===== config.mk =====
export PLATFORM = sky130hd
export DESIGN_NAME = dngr_queue
export DESIGN_NICKNAME = d
export VERILOG_FILES = /design/src/dngr_queue.sv
export SDC_FILE = /design/constraint.sdc
export NUM_CORES = 1
export LEC_CHECK = 0
export ABC_CLOCK_PERIOD_IN_PS = 3600
export BUFFER_PORTS_ARGS = -buffer_cell sky130_fd_sc_hd__buf_2
export CAP_MARGIN = 40
export CORE_MARGIN = 4
export CORE_UTILIZATION = 45
export CTS_CLUSTER_DIAMETER = 60
export DETAILED_ROUTE_END_ITERATION = 10
export PLACE_DENSITY_LB_ADDON = 0.25
export SLEW_MARGIN = 30
export SYNTH_ARGS = -nofsm -noshare
export SYNTH_HDL_FRONTEND = slang
export SYNTH_SLANG_ARGS = --single-unit

===== constraint.sdc =====
create_clock -name clk -period 3.6 [get_ports clk]
set_input_delay 0.72 -clock clk [delete_from_list [all_inputs] [get_ports clk]]
set_output_delay 0.72 -clock clk [all_outputs]
set_load 0.03 [all_outputs]

===== src/dngr_queue.sv =====
// Small register queue between front and back end.
// Depends on nothing.
module dngr_queue #(
	parameter int WIDTH = 8,
	parameter int DEPTH = 2
) (
	input  logic             clk,
	input  logic             arst_n,
	input  logic             wr,
	input  logic [WIDTH-1:0] wdata,
	input  logic             rd,
	output logic [WIDTH-1:0] rdata,
	output logic             full,
	output logic             empty
);

	localparam int PTR_W = (DEPTH > 1) ? $clog2(DEPTH) : 1;
	localparam int CNT_W = $clog2(DEPTH + 1);

	logic [WIDTH-1:0] mem_q [DEPTH];
	logic [PTR_W-1:0] wptr_q, rptr_q;
	logic [CNT_W-1:0] count_q;

	assign full  = (count_q == CNT_W'(DEPTH));
	assign empty = (count_q == '0);
	assign rdata = mem_q[rptr_q];

	always_ff @(posedge clk) begin
		if (wr)
			mem_q[wptr_q] <= wdata;
	end

	always_ff @(posedge clk or negedge arst_n) begin
		if (!arst_n) begin
			wptr_q  <= '0;
			rptr_q  <= '0;
			count_q <= '0;
		end else begin
			if (wr)
				wptr_q <= (wptr_q == PTR_W'(DEPTH - 1)) ? '0 : wptr_q + PTR_W'(1);
			if (rd)
				rptr_q <= (rptr_q == PTR_W'(DEPTH - 1)) ? '0 : rptr_q + PTR_W'(1);
			if (wr && !rd)
				count_q <= count_q + CNT_W'(1);
			else if (rd && !wr)
				count_q <= count_q - CNT_W'(1);
		end
	end

`ifndef SYNTHESIS
	a_no_overflow: assert property (@(posedge clk) disable iff (!arst_n)
		full && !rd |-> !wr) else $error("queue written while full");
	a_no_underflow: assert property (@(posedge clk) disable iff (!arst_n)
		empty |-> !rd) else $error("queue read while empty");
`endif

endmodule


# Word level (Yosys, flattened, before mapping)
# Memories as Yosys holds them, arrays and structs flattened.
# Index checks and enable logic that the tools add are counted.
dict set report classes {
  add_sub_neg 4
  reduce_logical 6
  mux 6
  n_eq_ne 1
}
# cell n
set op_table {}
lappend op_table {{1-bit two-way mux} 4}
lappend op_table {{2-bit two-way mux} 2}
lappend op_table {{1-bit adder, second input constant} 2}
lappend op_table {{2-bit by 1-bit adder with 2-bit output, second input constant} 1}
lappend op_table {{2-bit equality test, second input constant} 1}
lappend op_table {{1-bit logical AND} 2}
lappend op_table {{1-bit logical NOT} 2}
lappend op_table {{2-bit logical NOT} 1}
lappend op_table {{2-bit nonzero test} 1}
lappend op_table {{2-bit by 1-bit subtractor with 2-bit output, second input constant} 1}
dict set report word_totals {
  regBits 4
  mem_bits_rw 16
  mem_count 1
  word_cells 21
  in_bits 12
}
# memory words width rd rd_ports_with_merged_regs wr line_no
set mem_list {}
lappend mem_list {mem_q 2 8 1 0 1 20} ;# logic [WIDTH-1:0] mem_q [DEPTH];

# Depth between registers and ports, before layout
dict set report logic_depth {
  word_depth 4
  depth_mapped 5
  depth_no_buf 5
}

# Worst setup path before layout
# Ideal clock, no wire load.
dict set report synth_path {
  kind {reg-to-output}
  from {register rptr_q}
  to {output rdata[0]}
  arrival_ns 0.858
  slack_ns 2.022
  path_stages_with_launch 3
  cell_sequence {dfrtp_1 buf_6 mux2_2}
}
dict set report synth_between {
  elab_chain_cells 1
}
# item line_no
set synth_lines {}
lappend synth_lines {{start: declaration} 21} ;# logic [PTR_W-1:0] wptr_q, rptr_q;
lappend synth_lines {{start signal: assignment} 42} ;# rptr_q <= (rptr_q == PTR_W'(DEPTH - 1)) ? '0 : rptr_q + PTR_W'(1);
lappend synth_lines {{memory read 2 x 8 bit} -}
lappend synth_lines {{end: declaration} 12} ;# output logic [WIDTH-1:0] rdata,
# No other way between the ends.

# Worst setup path in the final report
dict set report layout_path {
  from {register rptr_q}
  to {output rdata[4]}
}
# Same word-level chain as after synthesis.

==> flow_summary.ini <==
[floorplan]
io-pin-count = 22
initial_core_util = 0.494
fp-row-count = 14
dieArea_mm2 = 0.00244
chipWidth_um = 49.4
dieHeight_um = 49.4
design.core.area_mm2 = 0.00156

[critical_path]
start_kind = flip-flop
crit_path_end_kind = primary output
slowest_delay_ps = 580
path_cells = mux2_2, buf_2
r2r_start = wptr_q
cp-startpoint = rptr_q
critPathMaxFanout = 9
cp_slowest_cell = dfrtp_1
path_class = flip-flop to primary output
rr_endpoint = mem_q[0][0]
worstPathRequired_ps = 2880
reg2reg_slack_ps = 2270
crit_arrival_ps = 1420
ff2ff_path_depth = 1

[synthesis]
syn_avg_cell_area_um2 = 18.8
synth_largest_area_cell = edfxtp_1
syn-cell-area_um2 = 771
syn_inst = 41
synth_top_area_frac = 0.623
syn_nets = 54
ys_top_cells_by_area = edfxtp_1 62%, dfrtp_1 13%, mux2_2 12%
ys_ff_latch = 20
yosysSeqAreaShare = 0.753
ys.warnings.count = 0
synth_cell_types = 12

[sta]
grt_setup_unrepaired = no
slew_violations = 0
clock.fmax_ghz = 0.467
slew_headroom = 0.534
fin_crit_sh = 0.594
period_minus_slack_ps = 2140
setup_viol = 0
tightest_slew_ps = 698
clock_skew_ps = 2.39
tns_ps = 0
hold_viol_final = 0

[clocking]
clock_latency_ps = 290
post-cts-setup-buffers = 0
cts_buffers = 3
clk_path_buf_depth = 2
postCtsHoldBufs = 0
ctsResizeCount = 0
cts_tree = built
h-tree-depth = 1
clock-sinks = 20
cts-root-buf = clkbuf_4
clkTransAtPathRegs_ps = 100

[cells_and_area]
diodes = 0
fin_area_um2 = 921
nets = 79
syn_to_final_growth_pct = 19.5
postLayoutCoreUtil = 0.591
drive_gt1_frac = 0.523

[global_routing]
track_usage = 0.0903
busiest_layer = met2
grt_max_degree = 12
globalRouteMet2Util = 0.163
grt_pass1_vias = 396
grt_use_met3 = 0.0489
antenna_found_initial = 0
use_met1 = 0.0870
grt_pass1_wl_mm = 1.66
overflow = 0

[detailed_routing]
num_vias = 395
wl_per_cell_um = 12.9
route.detailed.drc = 0
drtIter0Drc = 2
drt-total-wl_mm = 1.05
post_drt_via_cell_ratio = 4.88
drt-pass1-iter-count = 2
drt.antenna.violating_nets = 0

[flow_run]
maxCapViolations = 0

[power_and_ir_drop]
peakVddDrop_mv = 0.417
cellPowerDensity_mw_per_mm2 = 806
leakage_nw = 0.381

[status]
status = completed

[place]
gp_congestion = 0.639
hpwl_um = 808
dpl_cell_area_um2 = 885
port_buffers = 21

[worst_hold_path]
hold_path_class = input port to asynchronous set/reset pin
[cell families (layout without fill, tap and decap cells)]
| group | Yosys count | after routing | share of synthesized area |
|---|---|---|---|
| buffers and inverters | 2 | 26 | 0.0195 |
| DFF | 20 | 20 | 0.753 |
| muxes | 8 | 8 | 0.117 |
| xor gates and xnor gates | 5 | 5 | 0.0568 |
| and+or+nand+nor | 5 | 5 | 0.0374 |
| adders and majority gates | 1 | 1 | 0.0162 |
[metal layers]
layer,vias up,share of wire
li1,195,-
met1,188,0.39
met2,12,0.52
met3,0,0.081
met4,0,0
met5,-,0
[critical path: cells and delay by family (launching register included)]
kind / cells / cell delay (ps)
buf+inv: 1 / 180
flops: 1 / 580
mux: 1 / 380
[Yosys cell counts]
cell and number:
nor2b_1 1, xnor2_1 1, xor2_1 4, and2b_2 1, ha_1 1, and2_1 1
buf_6 1, nor2_1 2, inv_1 1, dfrtp_1 4, mux2_2 8, edfxtp_1 16
[cell type report]
class,instances,area [um2]
Timing Repair Buffer,21,105
Fill cell,130,638
Sequential cell,20,581
Clock buffer,4,36.3
Inverter,1,3.75
Multi-Input combinational cell,19,175
Tap cell,16,20.0
[registers in the layout, summed over array words and instances, names as in the netlist]
signal   count
wptr_q       1
mem_q       16
count_q      2
rptr_q       1
[through the flow]
| stage | power [mW] | std cells | hold WS (ps) | setup WS [ps] |
|---|---|---|---|---|
| floorplan | 0.568 | 41 | 424 | 2020 |
| global placement | 0.625 | 77 | 469 | 1790 |
| detailed placement | 0.629 | 77 | 472 | 1760 |
| CTS | 0.753 | 81 | 211 | 1430 |
| global route | 0.784 | 81 | 191 | 1360 |
| finish | 0.742 | 81 | 215 | 1460 |
[placed cells by master (no fill, tap or decap)]
cell type,count
and2_1,1
and2b_2,1
buf_2,21
clkbuf_4,3
clkbuf_8,1
dfrtp_1,4
edfxtp_1,16
ha_1,1
inv_1,1
mux2_2,8
nor2_1,2
nor2b_1,1
xnor2_1,1
xor2_1,4
[how the worst max path moves through the flow]
stage / endpoint / cells past startpoint
after global placement: mem_q[0][5] / 2
after global routing: rdata[1] / 2
after detailed placement: rdata[7] / 2
after floorplan: rdata[0] / 2
final: rdata[4] / 2
after CTS: rdata[7] / 2
[power breakdown]
| group | internal [mW] | leakage, nW | switching [mW] |
|---|---|---|---|
| registers | 0.314 | 0.197 | 0.0413 |
| clock network | 0.0615 | 0.0210 | 0.0624 |
| logic | 0.102 | 0.164 | 0.160 |
| total | 0.478 | 0.381 | 0.264 |
Note: power is estimated with default switching activity, not from simulation.
