[src/dngr_pkg.sv]
// Package for the decimal number glyph renderer: job type, widths, font ROM,
// powers of ten. No dependencies.
package dngr_pkg;

	localparam int MAX_DIGITS_DEF = 10;
	localparam int QUEUE_DEPTH    = 2;
	localparam int CNT_W          = 4;    // digit count, up to ten
	localparam int MAG_W          = 31;
	localparam int X_W            = 12;
	localparam int Y_W            = 11;
	localparam int COLOR_W        = 32;
	localparam int GLYPH_W        = 35;
	localparam int DIGIT_PITCH    = 12;
	localparam logic [31:0] RECIP_TEN = 32'hCCCC_CCCD;   // 2^35 / 10, rounded up
	localparam int RECIP_SHIFT    = 35;

	typedef struct packed {
		logic [MAG_W-1:0]   mag;
		logic [X_W-1:0]     x;      // column of the least significant glyph, emitted first
		logic [Y_W-1:0]     y;
		logic [COLOR_W-1:0] color;
		logic [CNT_W-1:0]   count;  // digits to emit, 1..MAX_DIGITS
	} job_t;

	function automatic logic [MAG_W-1:0] pow10(input logic [CNT_W-1:0] i);
		logic [MAG_W-1:0] p;
		unique case (i)
			4'd1:    p = 31'd10;
			4'd2:    p = 31'd100;
			4'd3:    p = 31'd1000;
			4'd4:    p = 31'd10000;
			4'd5:    p = 31'd100000;
			4'd6:    p = 31'd1000000;
			4'd7:    p = 31'd10000000;
			4'd8:    p = 31'd100000000;
			4'd9:    p = 31'd1000000000;
			default: p = '1;
		endcase
		return p;
	endfunction

	// 5x7 font, row 0 in the top five bits
	function automatic logic [GLYPH_W-1:0] glyph_of(input logic [3:0] d);
		logic [GLYPH_W-1:0] g;
		unique case (d)
			4'd0:    g = {5'h0E, 5'h11, 5'h11, 5'h11, 5'h11, 5'h11, 5'h0E};
			4'd1:    g = {5'h04, 5'h0C, 5'h04, 5'h04, 5'h04, 5'h04, 5'h0E};
			4'd2:    g = {5'h0E, 5'h11, 5'h01, 5'h02, 5'h04, 5'h08, 5'h1F};
			4'd3:    g = {5'h0E, 5'h11, 5'h01, 5'h06, 5'h01, 5'h11, 5'h0E};
			4'd4:    g = {5'h02, 5'h06, 5'h0A, 5'h12, 5'h1F, 5'h02, 5'h02};
			4'd5:    g = {5'h1F, 5'h10, 5'h10, 5'h1E, 5'h01, 5'h11, 5'h0E};
			4'd6:    g = {5'h0E, 5'h11, 5'h10, 5'h1E, 5'h11, 5'h11, 5'h0E};
			4'd7:    g = {5'h1F, 5'h01, 5'h02, 5'h04, 5'h08, 5'h08, 5'h08};
			4'd8:    g = {5'h0E, 5'h11, 5'h11, 5'h0E, 5'h11, 5'h11, 5'h0E};
			4'd9:    g = {5'h0E, 5'h11, 5'h11, 5'h0F, 5'h01, 5'h11, 5'h0E};
			default: g = '0;
		endcase
		return g;
	endfunction

endpackage

[src/dngr_front.sv]
// Front end: takes numbers, drops negatives, counts digits and places the
// first (rightmost) glyph. Depends on dngr_pkg.
module dngr_front #(
	parameter int MAX_DIGITS = dngr_pkg::MAX_DIGITS_DEF
) (
	input  logic                        push,
	input  logic                        q_full,
	input  logic [31:0]                 value,
	input  logic [10:0]                 pos_x,
	input  logic [10:0]                 pos_y,
	input  logic [31:0]                 paint,
	output logic                        q_wr,
	output dngr_pkg::job_t              q_wdata
);

	logic [dngr_pkg::CNT_W-1:0] cnt;
	logic [dngr_pkg::CNT_W-1:0] cm1;
	logic [dngr_pkg::X_W-1:0]   span;

	// digit count = 1 + number of powers of ten not above the value, capped
	always_comb begin
		cnt = dngr_pkg::CNT_W'(1);
		for (int i = 1; i < 10; i++) begin
			if (i < MAX_DIGITS && value[30:0] >= dngr_pkg::pow10(dngr_pkg::CNT_W'(i)))
				cnt = cnt + dngr_pkg::CNT_W'(1);
		end
	end

	assign cm1  = cnt - dngr_pkg::CNT_W'(1);
	assign span = (dngr_pkg::X_W'(cm1) << 3) + (dngr_pkg::X_W'(cm1) << 2);

	assign q_wr          = push && !q_full && !value[31];
	assign q_wdata.mag   = value[30:0];
	assign q_wdata.x     = dngr_pkg::X_W'({1'b0, pos_x}) + span;
	assign q_wdata.y     = pos_y;
	assign q_wdata.color = paint;
	assign q_wdata.count = cnt;

endmodule

[config.mk]
export PLATFORM = sky130hd
export DESIGN_NAME = dngr_front
export DESIGN_NICKNAME = d
export VERILOG_FILES = /design/src/dngr_pkg.sv /design/src/dngr_front.sv
export SDC_FILE = /design/constraint.sdc
export NUM_CORES = 1
export LEC_CHECK = 0
export ABC_AREA = 1
export BUFFER_PORTS_ARGS = -buffer_cell sky130_fd_sc_hd__buf_2
export CAP_MARGIN = 20
export CORE_MARGIN = 4
export CORE_UTILIZATION = 44
export DETAILED_ROUTE_END_ITERATION = 10
export PLACE_DENSITY_LB_ADDON = 0.3
export SLEW_MARGIN = 10
export SYNTH_ARGS = -nofsm -noshare
export SYNTH_HDL_FRONTEND = slang
export SYNTH_SLANG_ARGS = --single-unit
[constraint.sdc]
create_clock -name vclk -period 11.56
set_input_delay 2.312 -clock vclk [all_inputs]
set_output_delay 2.312 -clock vclk [all_outputs]
set_load 0.03 [all_outputs]
======== Word level (Yosys, flattened, before mapping) ========
Cells that the tools add are included.
storage, ports and cells
  register bits after elaboration ......... 0
  input bits .............................. 88
  output and inout bits ................... 91
  logic and storage cells ................. 33
cells by class
  add/subtract/negate cells ............... 11
  $lt $le $gt $ge ......................... 9
  muxes and demuxes ....................... 9
  reductions and logical operators ........ 4
operator list
  operator                                                count
  2-to-1 mux 4 bit                                        8
  >= comparator 31 x 10 -> 1 bit (second input constant)  1
  >= comparator 31 x 14 -> 1 bit (second input constant)  1
  >= comparator 31 x 17 -> 1 bit (second input constant)  1
  >= comparator 31 x 20 -> 1 bit (second input constant)  1
  >= comparator 31 x 24 -> 1 bit (second input constant)  1
  >= comparator 31 x 27 -> 1 bit (second input constant)  1
  >= comparator 31 x 30 -> 1 bit (second input constant)  1
  >= comparator 31 x 4 -> 1 bit (second input constant)   1
  >= comparator 31 x 7 -> 1 bit (second input constant)   1
  adder 4 x 1 -> 4 bit (second input constant)            7
  adder 11 x 12 -> 12 bit                                 1
  adder 7 x 6 -> 8 bit                                    1
  subtractor 4 x 1 -> 4 bit (second input constant)       1
  adder 2 x 1 -> 3 bit (second input constant)            1
  logical AND 1 bit                                       2
  zero test 1 bit                                         2
  2-to-1 mux 2 bit                                        1

======== Logic depth before layout (Yosys ltp) ========
Gate-level depths: netlist of run 1.
  depth in word-level cells ............... 21
  depth in mapped cells ................... 47
  mapped depth without buffers ............ 47

======== Worst setup path after synthesis of run 1 ========
No wires, ideal clock.
  kind .................................... input to output
  start ................................... in value[11]
  end ..................................... out q_wdata[56] (netlist bit)
  arrival ................................. 9.107 ns
  required time ........................... 9.248 ns
  slack ................................... 0.141 ns
  stages on the path ...................... 40
  path buffers ............................ 0
  cell sequence ........................... nor2_1 nand2_1 inv_2 nand3_1 nor3_1 inv_1 fa_1 inv_1 nand3_2 nand2_2 ha_1 nand2_1 nand2_1 ha_1 or2_1 and2_1 ha_1 nand2_1 [4 not listed] inv_2 ha_1 or2_2 nand2_1 ha_1 nand2_1 nand2_1 inv_1 fa_1 inv_1 ha_1 nand3_1 nand2_1 a21oi_1 o21bai_1 nand2_1 a21boi_0 xor2_1
RTL lines
  item                line              source
  start: declaration  dngr_front.sv:8   input logic [31:0] value,
  end: declaration    dngr_front.sv:13  output dngr_pkg::job_t q_wdata

==> results.py, run 1 <==
metrics = {
    "floorplan": {
        "dieArea_um2": 6960,
        "core_area_um2": 5510,
        "die_h_um": 83.4,
        "initial_core_util_pct": 45.5,
        "num_io_pins": 179,
        "rows": 27,
        "die_width_um": 83.4,
    },
    "worst_setup_path": {
        "worstSetupStartpointType": "input port",
        "cp_max_fo": 5,
        "crit_required_ns": 9.25,
        "worst-setup-path-type": "in -> out",
        "crit_slowest_cell": "fa_1",
        "crit_path_max_incr_delay_ns": 0.51,
        "worstSetupEndpointType": "output pin",
        "arrival_ns": 8.89,
        "crit_top_cell": "nand2_2",
    },
    "placed_design": {
        "gp_congestion": 0.855,
        "place_inst": 504,
        "dp_slack_ns": -0.204,
        "io_buffer_count": 87,
        "hpwl_um": 4970,
    },
    "global_routing": {
        "grt_start_max_net_pins": 8,
        "first_global_vias": 2305,
        "grt_pass1_wl_um": 9230,
        "track_usage_pct": 14.7,
        "grt-ovfl-total": 0,
        "antenna_found_initial": 0,
    },
    "pwr": {
        "ir_worst_vdd_mv": 0.0634,
        "cellPowerDensity_nw_per_um2": 57.3,
        "share_seq_of_total_power_pct": 0,
        "p_switching_uw": 101,
        "power_frac_comb_pct": 100.0,
        "pwr-share-clk_pct": 0,
        "p_int_uw": 56.1,
        "p_sw_share_pct": 64.4,
        "cellLeakagePower_uw": 0.00150,
    },
    "synthesis": {
        "yosysSeqAreaShare_pct": 0,
        "syn_inst": 411,
        "avgSynthCellArea_um2": 6.09,
        "yosys_warnings": 0,
        "syn_area_um2": 2500,
        "synth_cell_types": 35,
        "syn_nets": 519,
    },
    "timing": {
        "maxSlewViolCount": 0,
        "fmax_mhz": 89.2,
        "period_share_pct": 96.9,
        "worst_pin_slew_ns": 0.396,
        "hold_violations": 0,
        "final.setup.tns_ns": 0,
        "report.final.setup_viol": 0,
        "setup_ws_ns": 0.355,
        "maxSlewHeadroom_pct": 73.4,
        "finalCriticalPeriod_ns": 11.21,
    },
    "routing": {
        "num_vias": 2434,
        "drtPass1Iterations": 4,
        "drt_iter0_drc": 68,
        "postRouteAntennaNets": 0,
        "wl_per_cell_um": 11.5,
        "via_per_inst": 4.76,
        "totalWireLength_um": 5870,
        "drc": 0,
    },
    "final_layout": {
        "seq_area_um2": 0,
        "area_delta_synth_final_pct": 9.85,
        "final_nets": 549,
        "postLayoutCoreUtil_pct": 49.9,
        "clkbuf_count": 0,
        "antennaDiodeCount": 0,
        "seq_cell_count": 0,
        "final_layout_size_suffix_gt1_share_pct": 45.6,
        "finalNonFillerCells": 511,
    },
    "run": {
        "maxCapViolCount": 0,
    },
    "clock_tree": {
        "postCtsHoldBufs": 0,
    },
    "outcome": {
        "status": "complete, no violations",
    },
    "hold_path": {
        "worstHoldPathType": "in -> out",
    },
}
area by class of cell:
| cell class | count | area (µm²) |
|---|---|---|
| inverters | 65 | 244 |
| multi-input cells | 270 | 1840 |
| repair buffers | 104 | 581 |
| well taps | 72 | 90.1 |
| fillers | 568 | 2760 |
worst paths after layout:
check                 start  depth (start not counted)  slack, ns     endpoint
hold / removal    paint[20]                          0       4.62  q_wdata[24]
setup / recovery  value[21]                         44       0.35  q_wdata[58]
per-layer routing:
layer | up-vias | wire length, µm | GRT usage (%)
li1 | 1276 | - | -
met3 | 22 | 382 | 1.79
met2 | 75 | 2980 | 28.4
met5 | - | 0 | 0
met1 | 1061 | 2300 | 16.3
met4 | 0 | 219 | 5.26
cells in the final DEF, fill, tap and decap left out, types with 6 or more instances in the layout:
cell type,Yosys,layout
a21oi_2,3,7
buf_2,0,83
buf_4,76,19
ha_1,17,14
inv_1,59,56
inv_2,6,9
nand2_1,72,62
nand2_2,22,32
nand2_4,6,6
nand3_1,32,29
nand3_2,9,12
nand4_1,6,6
nor2_1,34,29
nor2_2,5,6
nor2_4,5,9
nor3_1,8,7
xor2_1,9,9
cells by family after synthesis:
family	after synthesis	share of synthesized area [%]
fa+ha+maj	20	10.9
buf+inv	141	32.5
xor+xnor	9	3.15
compound gates	29	7.45
simple gates	212	46.0
critical path: cells and delay by family:
kind / cells / cell delay (ns)
compound gates: 4 / 0.45
buf+inv: 8 / 0.82
simple gates: 23 / 2.49
fa+ha+maj: 9 / 2.81
through the flow:
stage,area [µm²],hold slack [ns],power (µW)
global placement,2530,4.62,134
floorplan,2500,4.74,132
CTS,2550,4.62,138
detailed placement,2530,4.62,136
finish,2750,4.62,158
global route,2750,4.62,172
cell usage after synthesis:
master / instances / share of area (%)
o21bai_1: 2 / 0.60
o2111ai_2: 1 / 0.60
nor3_1: 8 / 1.6
a21oi_1: 9 / 1.8
nand3_1: 32 / 6.4
fa_1: 3 / 2.4
and2_1: 2 / 0.50
or2_2: 1 / 0.25
nand3b_1: 2 / 0.60
a21oi_2: 3 / 1.0
nor2_1: 34 / 5.1
nand4_1: 6 / 1.5
nor2_4: 5 / 2.2
nor4_1: 1 / 0.25
nand3_4: 3 / 2.1
a211oi_1: 1 / 0.30
nor3b_1: 1 / 0.30
nand2_1: 72 / 11
buf_4: 76 / 23
o211ai_1: 1 / 0.30
ha_1: 17 / 8.5
o31ai_1: 2 / 0.60
o21ai_0: 6 / 1.2
a21boi_0: 1 / 0.30
nor2_8: 1 / 0.80
inv_1: 59 / 8.8
or2_1: 2 / 0.50
inv_2: 6 / 0.90
a31oi_1: 2 / 0.50
o21ai_1: 1 / 0.20
nand3_2: 9 / 3.6
nand2_4: 6 / 2.7
xor2_1: 9 / 3.1
nor2_2: 5 / 1.2
nand2_2: 22 / 5.5
power by group through the flow:
stage	Sequential (µW)	Clock, µW	Combinational (µW)
finish	0	0	158
floorplan	0	0	132
global route	0	0	172
global placement	0	0	134
detailed placement	0	0	136
CTS	0	0	138
repair_timing:
item | in CTS | in global routing
endpoints found under the setup margin | 3 | 7
pin swaps | 1 | 25
resized for setup | 7 | 42
setup buffers | 0 | 7
Note: power is estimated with default switching activity, not from simulation.
==> run 2, diff against run 1 <==
- CORE_UTILIZATION: 44 -> 28
- clock period: 11.56 -> 13.15 ns (I/O delays scaled with it)
==> run 2 against run 1 <==
Die area increased by 51%. Clock-buffer cell count unchanged. Cell area decreased by 8.6%. Flip-flop and latch count is the same. First-iteration DRC count decreased by 4.4%. Combinational power fell by 26%. Final cell count is 3.7% higher. Core utilization is 21 points lower. Critical path depth shrank 2. Critical path type unchanged.
==> results.py, run 2 (synthesis gave the netlist of run 1 again) <==
metrics = {
    "routing": {
        "postRouteAntennaNets": 0,
        "via_per_inst": 4.42,
        "drc": 0,
        "num_vias": 2343,
        "drtPass1Iterations": 4,
        "totalWireLength_um": 5420,
        "drt_iter0_drc": 65,
        "wl_per_cell_um": 10.2,
    },
    "worst_setup_path": {
        "crit_path_max_incr_delay_ns": 0.67,
        "crit_cells": 42,
        "crit_top_cell": "nand2_1",
        "crit_buf_inv": 8,
        "arrival_ns": 9.76,
        "crit_required_ns": 10.52,
        "cp_top_family": "adder cells",
        "worstSetupStartpointType": "input port",
        "worst-setup-path-type": "in -> out",
        "cp_max_fo": 7,
        "worstSetupEndpointType": "output pin",
        "crit_slowest_cell": "fa_1",
    },
    "global_routing": {
        "first_global_vias": 2275,
        "grt-ovfl-total": 0,
        "track_usage_pct": 10.0,
        "antenna_found_initial": 0,
        "grt_pass1_wl_um": 9160,
        "grt_start_max_net_pins": 8,
    },
    "pwr": {
        "ir_worst_vdd_mv": 0.0325,
        "share_seq_of_total_power_pct": 0,
        "power_frac_comb_pct": 100.0,
        "p_int_uw": 37.1,
        "finalPower_uw": 117,
        "cellPowerDensity_nw_per_um2": 46.4,
        "p_switching_uw": 79.5,
        "p_sw_share_pct": 68.2,
        "cellLeakagePower_uw": 0.00141,
        "pwr-share-clk_pct": 0,
    },
    "floorplan": {
        "die_width_um": 103,
        "die_h_um": 103,
        "num_io_pins": 179,
        "rows": 34,
        "dieArea_um2": 10500,
        "core_area_um2": 8720,
        "initial_core_util_pct": 28.7,
    },
    "placed_design": {
        "place_inst": 530,
        "dpl-instance-area_um2": 2500,
        "io_buffer_count": 87,
        "hpwl_um": 4980,
        "gp_congestion": 0.829,
        "dp_slack_ns": 0.562,
    },
    "timing": {
        "fmax_mhz": 80.7,
        "finalCriticalPeriod_ns": 12.39,
        "period_share_pct": 94.2,
        "maxSlewHeadroom_pct": 70.9,
        "maxSlewViolCount": 0,
        "hold_violations": 0,
        "rsz0062_at_grt": "false",
        "final.setup.tns_ns": 0,
        "report.final.setup_viol": 0,
        "setup_ws_ns": 0.757,
        "worst_pin_slew_ns": 0.435,
    },
    "hold_path": {
        "min_to": "q_wdata[12]",
        "min_delay_path_depth": 0,
        "worstHoldPathType": "in -> out",
        "hp-start": "paint[8]",
    },
    "final_layout": {
        "seq_area_um2": 0,
        "area_delta_synth_final_pct": 0.450,
        "layout_commonest_cell": "buf_2",
        "finalNonFillerCells": 530,
        "fin_area_um2": 2510,
        "seq_cell_count": 0,
        "layout_common_cells": "87 x buf_2, 72 x nand2_1, 59 x inv_1",
        "fillCellCount": 1007,
        "final_layout_size_suffix_gt1_share_pct": 35.5,
        "final_nets": 532,
        "clkbuf_count": 0,
        "antennaDiodeCount": 0,
    },
    "run": {
        "maxCapViolCount": 0,
    },
    "clock_tree": {
        "post_cts_buffers": 0,
    },
    "outcome": {
        "status": "complete, no violations",
    },
}
-- run 2: power groups by stage --
stage	clock, µW	sequential, µW	combinational [µW]
after floorplan	0	0	116
after global placement	0	0	117
after detailed placement	0	0	118
after CTS	0	0	118
after global routing	0	0	130
final	0	0	117
-- run 2: per-stage QoR --
step / hold WS, ns / util, %
2_1_floorplan: 5.37 / -
3_3_place_gp: 5.26 / 28.7
3_5_place_dp: 5.26 / 28.7
4_1_cts: 5.26 / 28.7
5_1_grt: 5.26 / 28.8
6_report: 5.26 / 28.8
-- run 2: timing repair --
item / in CTS / in global routing
setup endpoints to repair: 0 / 4
gates resized for setup: 0 / 3
hold buffers: 0 / 0
-- run 2: worst max path at each step --
stage	startpoint	slack, ns	end
2_1_floorplan	value[11]	1.10	q_wdata[56]
3_3_place_gp	value[13]	0.79	q_wdata[58]
3_5_place_dp	value[23]	0.56	q_wdata[56]
4_1_cts	value[23]	0.56	q_wdata[56]
5_1_grt	value[14]	0.009	q_wdata[58]
6_report	value[13]	0.76	q_wdata[56]
-- run 2: metal layers --
metal / routed length, µm / share of wire, % / global-route usage, % / vias to the layer above
li1: - / - / - / 1247
met3: 461 / 8.5 / 0.947 / 4
met2: 2700 / 50 / 20.0 / 74
met5: 0 / 0 / 0 / -
met1: 2250 / 42 / 11.8 / 1018
met4: 6 / 0.11 / 1.01 / 0
-- run 2: final cells by class --
cell class	instances	area, µm²	share of cell area [%]
Timing Repair Buffer	87	435	17.3
Tap cell	108	135	5.37
Multi-Input combinational cell	270	1700	67.6
Inverter	65	244	9.70
